<file path="config.mk">
export PLATFORM = sky130hd
export DESIGN_NAME = utf8_dfa_decoder
export DESIGN_NICKNAME = d
export VERILOG_FILES = /design/src/u8dfa_pkg.sv /design/src/u8dfa_step.sv /design/src/utf8_dfa_decoder.sv
export SDC_FILE = /design/constraint.sdc
export NUM_CORES = 1
export LEC_CHECK = 0
export BUFFER_PORTS_ARGS = -buffer_cell sky130_fd_sc_hd__buf_2
export CAP_MARGIN = 10
export CORE_ASPECT_RATIO = 1.4
export CORE_MARGIN = 2
export CORE_UTILIZATION = 35
export CTS_CLUSTER_DIAMETER = 40
export CTS_CLUSTER_SIZE = 24
export DETAILED_ROUTE_END_ITERATION = 12
export GPL_TIMING_DRIVEN = 0
export PLACE_DENSITY_LB_ADDON = 0.05
export SYNTH_ARGS = -nofsm -noshare
export SYNTH_HDL_FRONTEND = slang
export SYNTH_SLANG_ARGS = --single-unit
</file>
<file path="constraint.sdc">
create_clock -name clk -period 2.9 [get_ports clk]
set_clock_uncertainty 0.15 [all_clocks]
set_input_delay 0.58 -clock clk [delete_from_list [all_inputs] [get_ports clk]]
set_output_delay 0.58 -clock clk [all_outputs]
set_load 0.005 [all_outputs]
</file>
<file path="src/u8dfa_pkg.sv">
package u8dfa_pkg;

  localparam int unsigned ByteW  = 8;
  localparam int unsigned CpW    = 21;
  localparam int unsigned ContW  = 6;

  typedef enum logic [3:0] {
    DS_ACCEPT = 4'd0,
    DS_REJECT = 4'd1,
    DS_TAIL1  = 4'd2,
    DS_TAIL2  = 4'd3,
    DS_E0     = 4'd4,
    DS_ED     = 4'd5,
    DS_F0     = 4'd6,
    DS_F13    = 4'd7,
    DS_F4     = 4'd8
  } dfa_state_t;

  typedef enum logic [3:0] {
    CL_ASCII = 4'd0,
    CL_C80   = 4'd1,
    CL_LEAD2 = 4'd2,
    CL_LEAD3 = 4'd3,
    CL_ED    = 4'd4,
    CL_F4    = 4'd5,
    CL_F13   = 4'd6,
    CL_CA0   = 4'd7,
    CL_BAD   = 4'd8,
    CL_C90   = 4'd9,
    CL_E0    = 4'd10,
    CL_F0    = 4'd11
  } byte_class_t;

  typedef enum logic [1:0] {
    STAT_COMPLETE = 2'd0,
    STAT_PARTIAL  = 2'd1,
    STAT_REJECTED = 2'd2
  } status_t;

  typedef struct packed {
    dfa_state_t           state;
    logic [CpW-1:0]       acc;
    status_t              status;
    logic [CpW-1:0]       code_point;
  } step_res_t;

  function automatic byte_class_t classify(input logic [ByteW-1:0] b);
    byte_class_t c;
    if (b < 8'h80)       c = CL_ASCII;
    else if (b < 8'h90)  c = CL_C80;
    else if (b < 8'hA0)  c = CL_C90;
    else if (b < 8'hC0)  c = CL_CA0;
    else if (b < 8'hC2)  c = CL_BAD;
    else if (b < 8'hE0)  c = CL_LEAD2;
    else if (b == 8'hE0) c = CL_E0;
    else if (b == 8'hED) c = CL_ED;
    else if (b < 8'hF0)  c = CL_LEAD3;
    else if (b == 8'hF0) c = CL_F0;
    else if (b < 8'hF4)  c = CL_F13;
    else if (b == 8'hF4) c = CL_F4;
    else                 c = CL_BAD;
    return c;
  endfunction

  function automatic dfa_state_t next_state(input dfa_state_t s, input byte_class_t c);
    dfa_state_t n;
    logic       cont_any;
    cont_any = (c == CL_C80) || (c == CL_C90) || (c == CL_CA0);
    n = DS_REJECT;
    case (s)
      DS_ACCEPT: begin
        case (c)
          CL_ASCII: n = DS_ACCEPT;
          CL_LEAD2: n = DS_TAIL1;
          CL_LEAD3: n = DS_TAIL2;
          CL_ED:    n = DS_ED;
          CL_F4:    n = DS_F4;
          CL_F13:   n = DS_F13;
          CL_E0:    n = DS_E0;
          CL_F0:    n = DS_F0;
          default:  n = DS_REJECT;
        endcase
      end
      DS_TAIL1: if (cont_any) n = DS_ACCEPT;
      DS_TAIL2: if (cont_any) n = DS_TAIL1;
      DS_E0:    if (c == CL_CA0) n = DS_TAIL1;
      DS_ED:    if (c == CL_C80 || c == CL_C90) n = DS_TAIL1;
      DS_F0:    if (c == CL_CA0 || c == CL_C90) n = DS_TAIL2;
      DS_F13:   if (cont_any) n = DS_TAIL2;
      DS_F4:    if (c == CL_C80) n = DS_TAIL2;
      default:  n = DS_REJECT;
    endcase
    return n;
  endfunction

endpackage

</file>
<file path="src/u8dfa_step.sv">
module u8dfa_step (
  input  logic [u8dfa_pkg::ByteW-1:0] data_byte,
  input  logic                        start_of_text,
  input  u8dfa_pkg::dfa_state_t       state,
  input  logic [u8dfa_pkg::CpW-1:0]   acc,
  output u8dfa_pkg::step_res_t        res
);

  u8dfa_pkg::dfa_state_t  cur;
  u8dfa_pkg::byte_class_t cls;
  u8dfa_pkg::dfa_state_t  nxt;
  logic [u8dfa_pkg::ByteW-1:0] lead_mask;
  logic [u8dfa_pkg::CpW-1:0]   acc_nxt;

  always_comb begin
    cur = start_of_text ? u8dfa_pkg::DS_ACCEPT : state;
    cls = u8dfa_pkg::classify(data_byte);
    nxt = u8dfa_pkg::next_state(cur, cls);
    lead_mask = 8'hFF >> cls;
    if (cur == u8dfa_pkg::DS_ACCEPT) begin
      acc_nxt = {{(u8dfa_pkg::CpW-u8dfa_pkg::ByteW){1'b0}}, data_byte & lead_mask};
    end else begin
      acc_nxt = {acc[u8dfa_pkg::CpW-u8dfa_pkg::ContW-1:0],
                 data_byte[u8dfa_pkg::ContW-1:0]};
    end
    res.state = nxt;
    res.acc   = acc_nxt;
    case (nxt)
      u8dfa_pkg::DS_ACCEPT: res.status = u8dfa_pkg::STAT_COMPLETE;
      u8dfa_pkg::DS_REJECT: res.status = u8dfa_pkg::STAT_REJECTED;
      default:              res.status = u8dfa_pkg::STAT_PARTIAL;
    endcase
    res.code_point = (nxt == u8dfa_pkg::DS_REJECT) ? '0 : acc_nxt;
  end

endmodule

</file>
<file path="src/utf8_dfa_decoder.sv">
// UTF-8 validating decoder, one byte per beat.
// Input channel: in_data_byte and in_start_of_text under in_valid/in_stall.
// Raise in_start_of_text on the first byte of a new text to return the
// automaton to accept before that byte is decoded.
// Result channel: out_status (0 complete, 1 inside a sequence, 2 rejected)
// and out_code_point under out_valid/out_stall. One result per input byte.
// out_code_point is the full scalar value when status is 0, the partial
// value inside a sequence, and zero once rejected. Reject is sticky until
// the next start of text.
// The result of an accepted byte is in the output register in the cycle after it is taken.
// Throughput: one byte per cycle while in_stall is low; the class lookup, transition and shift
// all sit between the state registers and the output register.
// Reset: automaton to accept, accumulator cleared, output register empty.
// Stall: the output register holds its beat; in_stall rises while a beat
// waits under out_stall, and falls in the cycle the beat is taken.
module utf8_dfa_decoder (
  input  logic                      clk,
  input  logic                      rst_n,
  input  logic                      in_valid,
  output logic                      in_stall,
  input  logic [u8dfa_pkg::ByteW-1:0] in_data_byte,
  input  logic                      in_start_of_text,
  output logic                      out_valid,
  input  logic                      out_stall,
  output logic [1:0]                out_status,
  output logic [u8dfa_pkg::CpW-1:0] out_code_point
);

  u8dfa_pkg::dfa_state_t     state_r;
  logic [u8dfa_pkg::CpW-1:0] acc_r;
  logic                      out_valid_r;
  logic                      out_valid_nxt;
  u8dfa_pkg::status_t        status_r;
  logic [u8dfa_pkg::CpW-1:0] code_point_r;
  u8dfa_pkg::step_res_t      res;
  logic                      in_take;

  u8dfa_step u_step (
    .data_byte     (in_data_byte),
    .start_of_text (in_start_of_text),
    .state         (state_r),
    .acc           (acc_r),
    .res           (res)
  );

  assign in_stall = out_valid_r & out_stall;
  assign in_take  = in_valid & ~in_stall;

  always_comb begin
    out_valid_nxt = out_valid_r;
    if (in_take) begin
      out_valid_nxt = 1'b1;
    end else if (!out_stall) begin
      out_valid_nxt = 1'b0;
    end
  end

  always_ff @(posedge clk) begin
    if (!rst_n) begin
      state_r     <= u8dfa_pkg::DS_ACCEPT;
      acc_r       <= '0;
      out_valid_r <= 1'b0;
    end else begin
      out_valid_r <= out_valid_nxt;
      if (in_take) begin
        state_r <= res.state;
        acc_r   <= res.acc;
      end
    end
  end

  always_ff @(posedge clk) begin
    if (in_take) begin
      status_r     <= res.status;
      code_point_r <= res.code_point;
    end
  end

  assign out_valid      = out_valid_r;
  assign out_status     = status_r;
  assign out_code_point = code_point_r;

endmodule

</file>
==> results of run 1 <==
## state kept, by name, summed over array words and instances, names as in the netlist
name / count
acc_r: 15
out_valid: 1
out_code_point: 21
out_status: 2
state_r: 4
## timing repair
item,in CTS,in global routing
gates resized for setup,0,5
setup endpoints to repair,1,19
pin swaps,1,2
endpoints found under the hold margin,0,0
setup buffers,0,3
## cells in the mapped netlist, types with 3 or more instances
library cell	number
a211oi_1	10
dfxtp_1	20
buf_6	8
nand3_1	11
nor2_1	13
a21boi_0	15
nand3b_1	3
o21ai_0	12
a31oi_1	8
o211ai_1	4
nand2_1	33
edfxtp_1	23
clkbuf_1	9
nor3_1	3
a211oi_2	6
a21oi_1	6
inv_1	20
## kinds of logic after synthesis
logic type | Yosys count
compound gates | 91
buf+inv | 43
flops | 43
mux | 1
simple gates | 89
## where the power goes
part           internal, mW  switching (mW)
sequential            0.680          0.0128
combinational         0.124           0.193
clock                 0.344           0.208
## worst paths after layout
kind	startpoint	to	slack (ns)	cells past startpoint
worst max-delay path	in_data_byte[5]	out_code_point[5]$_SDFFCE_PN0P_	0.17	9
worst min-delay path	acc_r[10]$_SDFFE_PN0P_	acc_r[10]$_SDFFE_PN0P_	0.31	2
worst max register to register	state_r[2]$_SDFFE_PN0P_	out_code_point[5]$_SDFFCE_PN0P_	0.44	9
worst min register to register	acc_r[10]$_SDFFE_PN0P_	acc_r[10]$_SDFFE_PN0P_	0.31	2
## final cells by class
class                      instances  area share (%)
buffer                            23           6.062
inverter                          20           2.474
clock buffer                       6           2.392
sequential                        43           35.96
multi-input combinational        181           40.54
tap                               95           3.918
timing repair buffer              39           6.680
clock inverter                     2           1.979
## per-stage QoR
step / setup TNS (ns) / hold slack [ns] / worst slack (ns) / std cells
detailed placement: -5.202 / 0.3050 / -0.3151 / 398
global route: 0 / 0.3340 / 0.001027 / 409
CTS: 0 / 0.3168 / 0.01981 / 406
global placement: -5.085 / 0.2984 / -0.3053 / 398
floorplan: 0 / 0.2910 / 0.2681 / 267
finish: 0 / 0.3135 / 0.1677 / 409
## per-layer routing
layer	vias up	share of wire (%)	track usage, %
met5	-	0	0
met4	0	1.7	7.013
met2	48	54	29.71
met3	7	2.7	2.226
li1	1069	-	-
met1	1002	41	18.79
## worst max-delay path, delay by kind of cell
kind            cells  cell delay (ns)
compound gates      5             1.17
buf+inv             3             0.71
simple gates        1             0.12
==> impl_metrics.py, run 1 <==
metrics = {
    "routing": {
        "wirelength_mm": 6.295,
        "drt_iter0_drc": 122,
        "dr.pass1.iters": 7,
        "avgViaCountPerCell": 5.198,
        "drc": 0,
        "vias": 2126,
        "ant_nets": 0,
        "wl_per_cell_um": 15.39,
    },
    "logic_synthesis": {
        "synth-main-ff-cell": "edfxtp_1",
        "synth_adder_area_share_pct": 0,
        "ys_ff_latch": 43,
        "synth-async-reset-ratio_pct": 0,
        "ys_seq_area_share_pct": 42.56,
        "synth_xor_area_share_pct": 0,
        "synth_top_family_by_area": "compound AO/OA/AOI/OAI gates",
        "synth_top_cell_area_share_pct": 26.94,
        "ys_types": 69,
        "synthSimpleGateAreaFrac_pct": 18.59,
        "synth_edf_count": 23,
        "ys_top_cells_by_area": "edfxtp_1 (27%), dfxtp_1 (16%), nand2_1 (4.8%), a21boi_0 (4.4%), buf_6 (3.5%)",
        "netlist_area_um2": 2564,
        "synth_top_cell_by_area": "edfxtp_1",
        "synth_nets": 280,
        "syn-instance-count": 267,
        "synth_compound_area_share_pct": 28.45,
        "syn_area_per_cell_um2": 9.602,
        "muxShareOfSynthArea_pct": 0.3904,
        "yosysWarningCount": 0,
    },
    "sta": {
        "min_period_over_period_pct": 94.22,
        "drv_slew": 0,
        "fmax_ghz": 0.3660,
        "tightest_slew_ns": 0.7392,
        "finalSetupViolCount": 0,
        "rsz0062_at_grt": "false",
        "relSlewSlack_pct": 50.72,
        "fin_crit_ns": 2.732,
        "hold_violations": 0,
    },
    "worst_setup_path": {
        "worstPathArrival_ns": 2.60,
        "path_cells": "buf_2, clkbuf_1, o21ai_0, a211oi_1, nor2_1, a21o_2, o311ai_4, buf_6, a31oi_1",
        "worstPathMaxFanout": 10,
        "endpoint_kind": "register",
        "start_kind": "primary input",
        "critical_path_class": "in2reg",
        "cp.required_ns": 2.76,
        "crit_slowest_cell": "o311ai_4",
        "cpPeakStageDelay_ns": 0.42,
    },
    "clocking": {
        "cts_root_buf": "clkbuf_8",
        "cts_buffer_depth": 2,
        "cts_sinks": 43,
        "h-tree-depth": 2,
        "cts_made_buffers": 5,
        "hold_buffers": 0,
        "cts_tree": "built",
        "path_clk_slew_ns": 0.08,
        "clk_latency_ns": 0.29,
    },
    "cells_and_area": {
        "final_design_area_no_fill_um2": 3034,
        "drive_above_1_share_pct": 28.34,
        "post-route-util_pct": 43.18,
        "seq_area_um2": 1091,
        "layout.cells.most_common": "buf_2",
        "diodes": 0,
        "fill_cells": 730,
        "area_growth_pct": 18.35,
        "final_cell_mix": "buf_2 (38), nand2_1 (33), edfxtp_1 (23)",
        "fin_nets": 326,
        "multiInputGateArea_um2": 1230,
    },
    "die": {
        "core-area_um2": 7027,
        "io_pins": 38,
        "die_y_um": 105.3,
        "dieArea_um2": 8035,
        "start_util_pct": 36.49,
        "rows": 36,
        "die_w_um": 76.33,
    },
    "global_routing": {
        "grt_use_total_pct": 16.26,
        "grt_pass1_wl_mm": 10.35,
        "antenna_found_initial": 0,
        "grt_pass1_vias": 1999,
        "grt_max_degree": 33,
        "grt_overflow": 0,
    },
    "min_path": {
        "hold_class": "reg2reg",
    },
    "run_status": {
        "status": "complete, no violations",
    },
    "flow_run": {
        "drv_cap": 0,
    },
    "power": {
        "p_total_mw": 1.563,
        "powerDensity_nw_per_um2": 515.0,
        "vdd_drop_max_mv": 0.3342,
        "power_leakage_nw": 1.100,
    },
    "placement": {
        "place_hpwl_mm": 4.643,
        "io_buffers": 36,
        "gp_congestion": 0.8504,
        "placed_area_um2": 2864,
    },
}
Note: power is estimated with default switching activity, not from simulation.
==> run 2: changes to the inputs <==
--- a/config.mk
+++ b/config.mk
@@ -8,12 +8,10 @@
 export BUFFER_PORTS_ARGS = -buffer_cell sky130_fd_sc_hd__buf_2
 export CAP_MARGIN = 10
 export CORE_ASPECT_RATIO = 1.4
-export CORE_MARGIN = 2
-export CORE_UTILIZATION = 35
+export CORE_UTILIZATION = 57
 export CTS_CLUSTER_DIAMETER = 40
 export CTS_CLUSTER_SIZE = 24
 export DETAILED_ROUTE_END_ITERATION = 12
-export GPL_TIMING_DRIVEN = 0
 export PLACE_DENSITY_LB_ADDON = 0.05
 export SYNTH_ARGS = -nofsm -noshare
 export SYNTH_HDL_FRONTEND = slang
==> run 2 against run 1 <==
Maximum frequency is 6.3% higher. Power is 14% lower. Sequential share of layout area is 2.3 points higher. Flip-flop and latch count stayed put. Via count is 1.7% lower. Setup slack better by 0.16 ns. Sequential power is 0.6% higher. Combinational power is 8.8% lower. Count of clock-buffer cells in the layout stayed put. Utilization is 24 points higher. Die area is 41% lower. Critical path type unchanged. Critical endpoint is now out_code_point[2]$_SDFFCE_PN0P_. Largest power group unchanged.
==> impl_metrics.py, run 2 (synthesis gave the netlist of run 1 again) <==
metrics = {
    "die": {
        "die_w_um": 58.68,
        "start_util_pct": 59.98,
        "dieArea_um2": 4774,
        "core-area_um2": 4274,
        "io_pins": 38,
        "rows": 28,
        "die_y_um": 81.35,
    },
    "placement": {
        "pre_cts_ws_ns": 0.02324,
        "place_hpwl_mm": 3.698,
        "gp_congestion": 0.8805,
        "placed_area_um2": 2765,
        "io_buffers": 37,
        "post-place-cells": 354,
    },
    "global_routing": {
        "grt_max_degree": 43,
        "grt_pass1_vias": 1944,
        "grt_overflow": 0,
        "grt_use_total_pct": 24.26,
        "grt_pass1_wl_mm": 8.749,
        "antenna_found_initial": 0,
    },
    "worst_setup_path": {
        "rrSetupSlack_ns": 0.73,
        "crit_slowest_cell": "nor4_2",
        "path_buf_inv": 2,
        "cp.required_ns": 2.79,
        "endpoint_kind": "register",
        "critical_path_class": "in2reg",
        "cpPeakStageDelay_ns": 0.36,
        "worstPathMaxFanout": 24,
        "start_kind": "primary input",
        "worstPathArrival_ns": 2.46,
        "path_cells": "buf_2, nor4_2, a32oi_1, a21oi_1, a21oi_2, a211oi_4, buf_12, a31oi_1",
        "cp_top_family": "compound AO/OA/AOI/OAI gates",
    },
    "routing": {
        "avgViaCountPerCell": 5.771,
        "ant_nets": 0,
        "drt_iter0_drc": 61,
        "drc": 0,
        "wl_per_cell_um": 14.67,
        "dr.pass1.iters": 5,
        "wirelength_mm": 5.311,
        "vias": 2089,
    },
    "clocking": {
        "cts_made_buffers": 5,
        "path_clk_slew_ns": 0.08,
        "cts_buffer_depth": 2,
        "clk_latency_ns": 0.29,
        "cts_resized": 0,
        "cts_sinks": 43,
        "hold_buffers": 0,
        "cts_root_buf": "clkbuf_8",
        "post-cts-setup-buffers": 0,
        "h-tree-depth": 2,
        "cts_tree": "built",
    },
    "sta": {
        "whs_ns": 0.3128,
        "fin_crit_ns": 2.571,
        "rsz0062_at_grt": "false",
        "drv_slew": 0,
        "finalSetupViolCount": 0,
        "min_period_over_period_pct": 88.65,
        "setup-tns-final_ns": 0,
        "hold_violations": 0,
        "worst_slack_ns": 0.3290,
        "fmax_ghz": 0.3890,
        "relSlewSlack_pct": 69.21,
        "tightest_slew_ns": 0.4577,
    },
    "cells_and_area": {
        "fin_nets": 314,
        "diodes": 0,
        "largest_reg_flops": 21,
        "layout.cells.most_common": "buf_2",
        "final_cell_mix": "buf_2 (37), nand2_1 (33), edfxtp_1 (23)",
        "area_growth_pct": 11.18,
        "final_design_area_no_fill_um2": 2850,
        "post-route-util_pct": 66.69,
        "final_cells": 362,
        "drive_above_1_share_pct": 27.15,
    },
    "power": {
        "powerDensity_nw_per_um2": 473.2,
        "p_total_mw": 1.349,
        "vdd_drop_max_mv": 0.2158,
        "power_leakage_nw": 1.030,
    },
    "run_status": {
        "status": "complete, no violations",
    },
    "min_path": {
        "hold_class": "reg2reg",
    },
    "flow_run": {
        "drv_cap": 0,
    },
}
==> run 2: cell count changes in the layout (fill, tap and decap cells not counted), sizes merged <==
cell,before,now
clkinv,0,1
bufinv,2,0
clkinvlp,0,1
clkbuf,17,6
dlymetal6s2s,1,0
==> run 2: tightest hold or removal path, stage by stage, from the launching register on <==
cell	delay, ns
dfxtp_1	0.31
nand2_1	0.05
a21boi_0	0.06
==> run 2: layout make-up <==
class | count | area, µm²
inverters | 20 | 75.07
clock buffers | 6 | 72.57
clock inverters | 2 | 12.51
repair buffers | 50 | 307.8
multi-input cells | 181 | 1216
well taps | 60 | 75.07
flip-flops and latches | 43 | 1091
fillers | 389 | 1424
==> run 2: metal layers <==
metal | vias up | share of wire [%] | GRT usage (%)
met5 | - | 0 | 0
met4 | 0 | 1.7 | 9.048
met3 | 8 | 2.8 | 2.866
met2 | 48 | 55 | 46.09
met1 | 988 | 40 | 27.13
li1 | 1045 | - | -
==> run 2: final timing paths <==
kind                                               from                         endpoint  cells past startpoint
worst max-delay path                    in_data_byte[1]  out_code_point[2]$_SDFFCE_PN0P_                      8
worst min-delay path              acc_r[9]$_SDFFE_PN0P_            acc_r[9]$_SDFFE_PN0P_                      2
worst max register to register  state_r[0]$_SDFFE_PN0P_  out_code_point[2]$_SDFFCE_PN0P_                      7
worst min register to register    acc_r[9]$_SDFFE_PN0P_            acc_r[9]$_SDFFE_PN0P_                      2
==> run 2: report_power, final <==
group | switching, mW | leakage [nW] | internal [mW] | total (mW)
clock network | 0.195 | 0.0412 | 0.168 | 0.363
registers | 0.0167 | 0.394 | 0.680 | 0.697
logic | 0.174 | 0.595 | 0.115 | 0.289
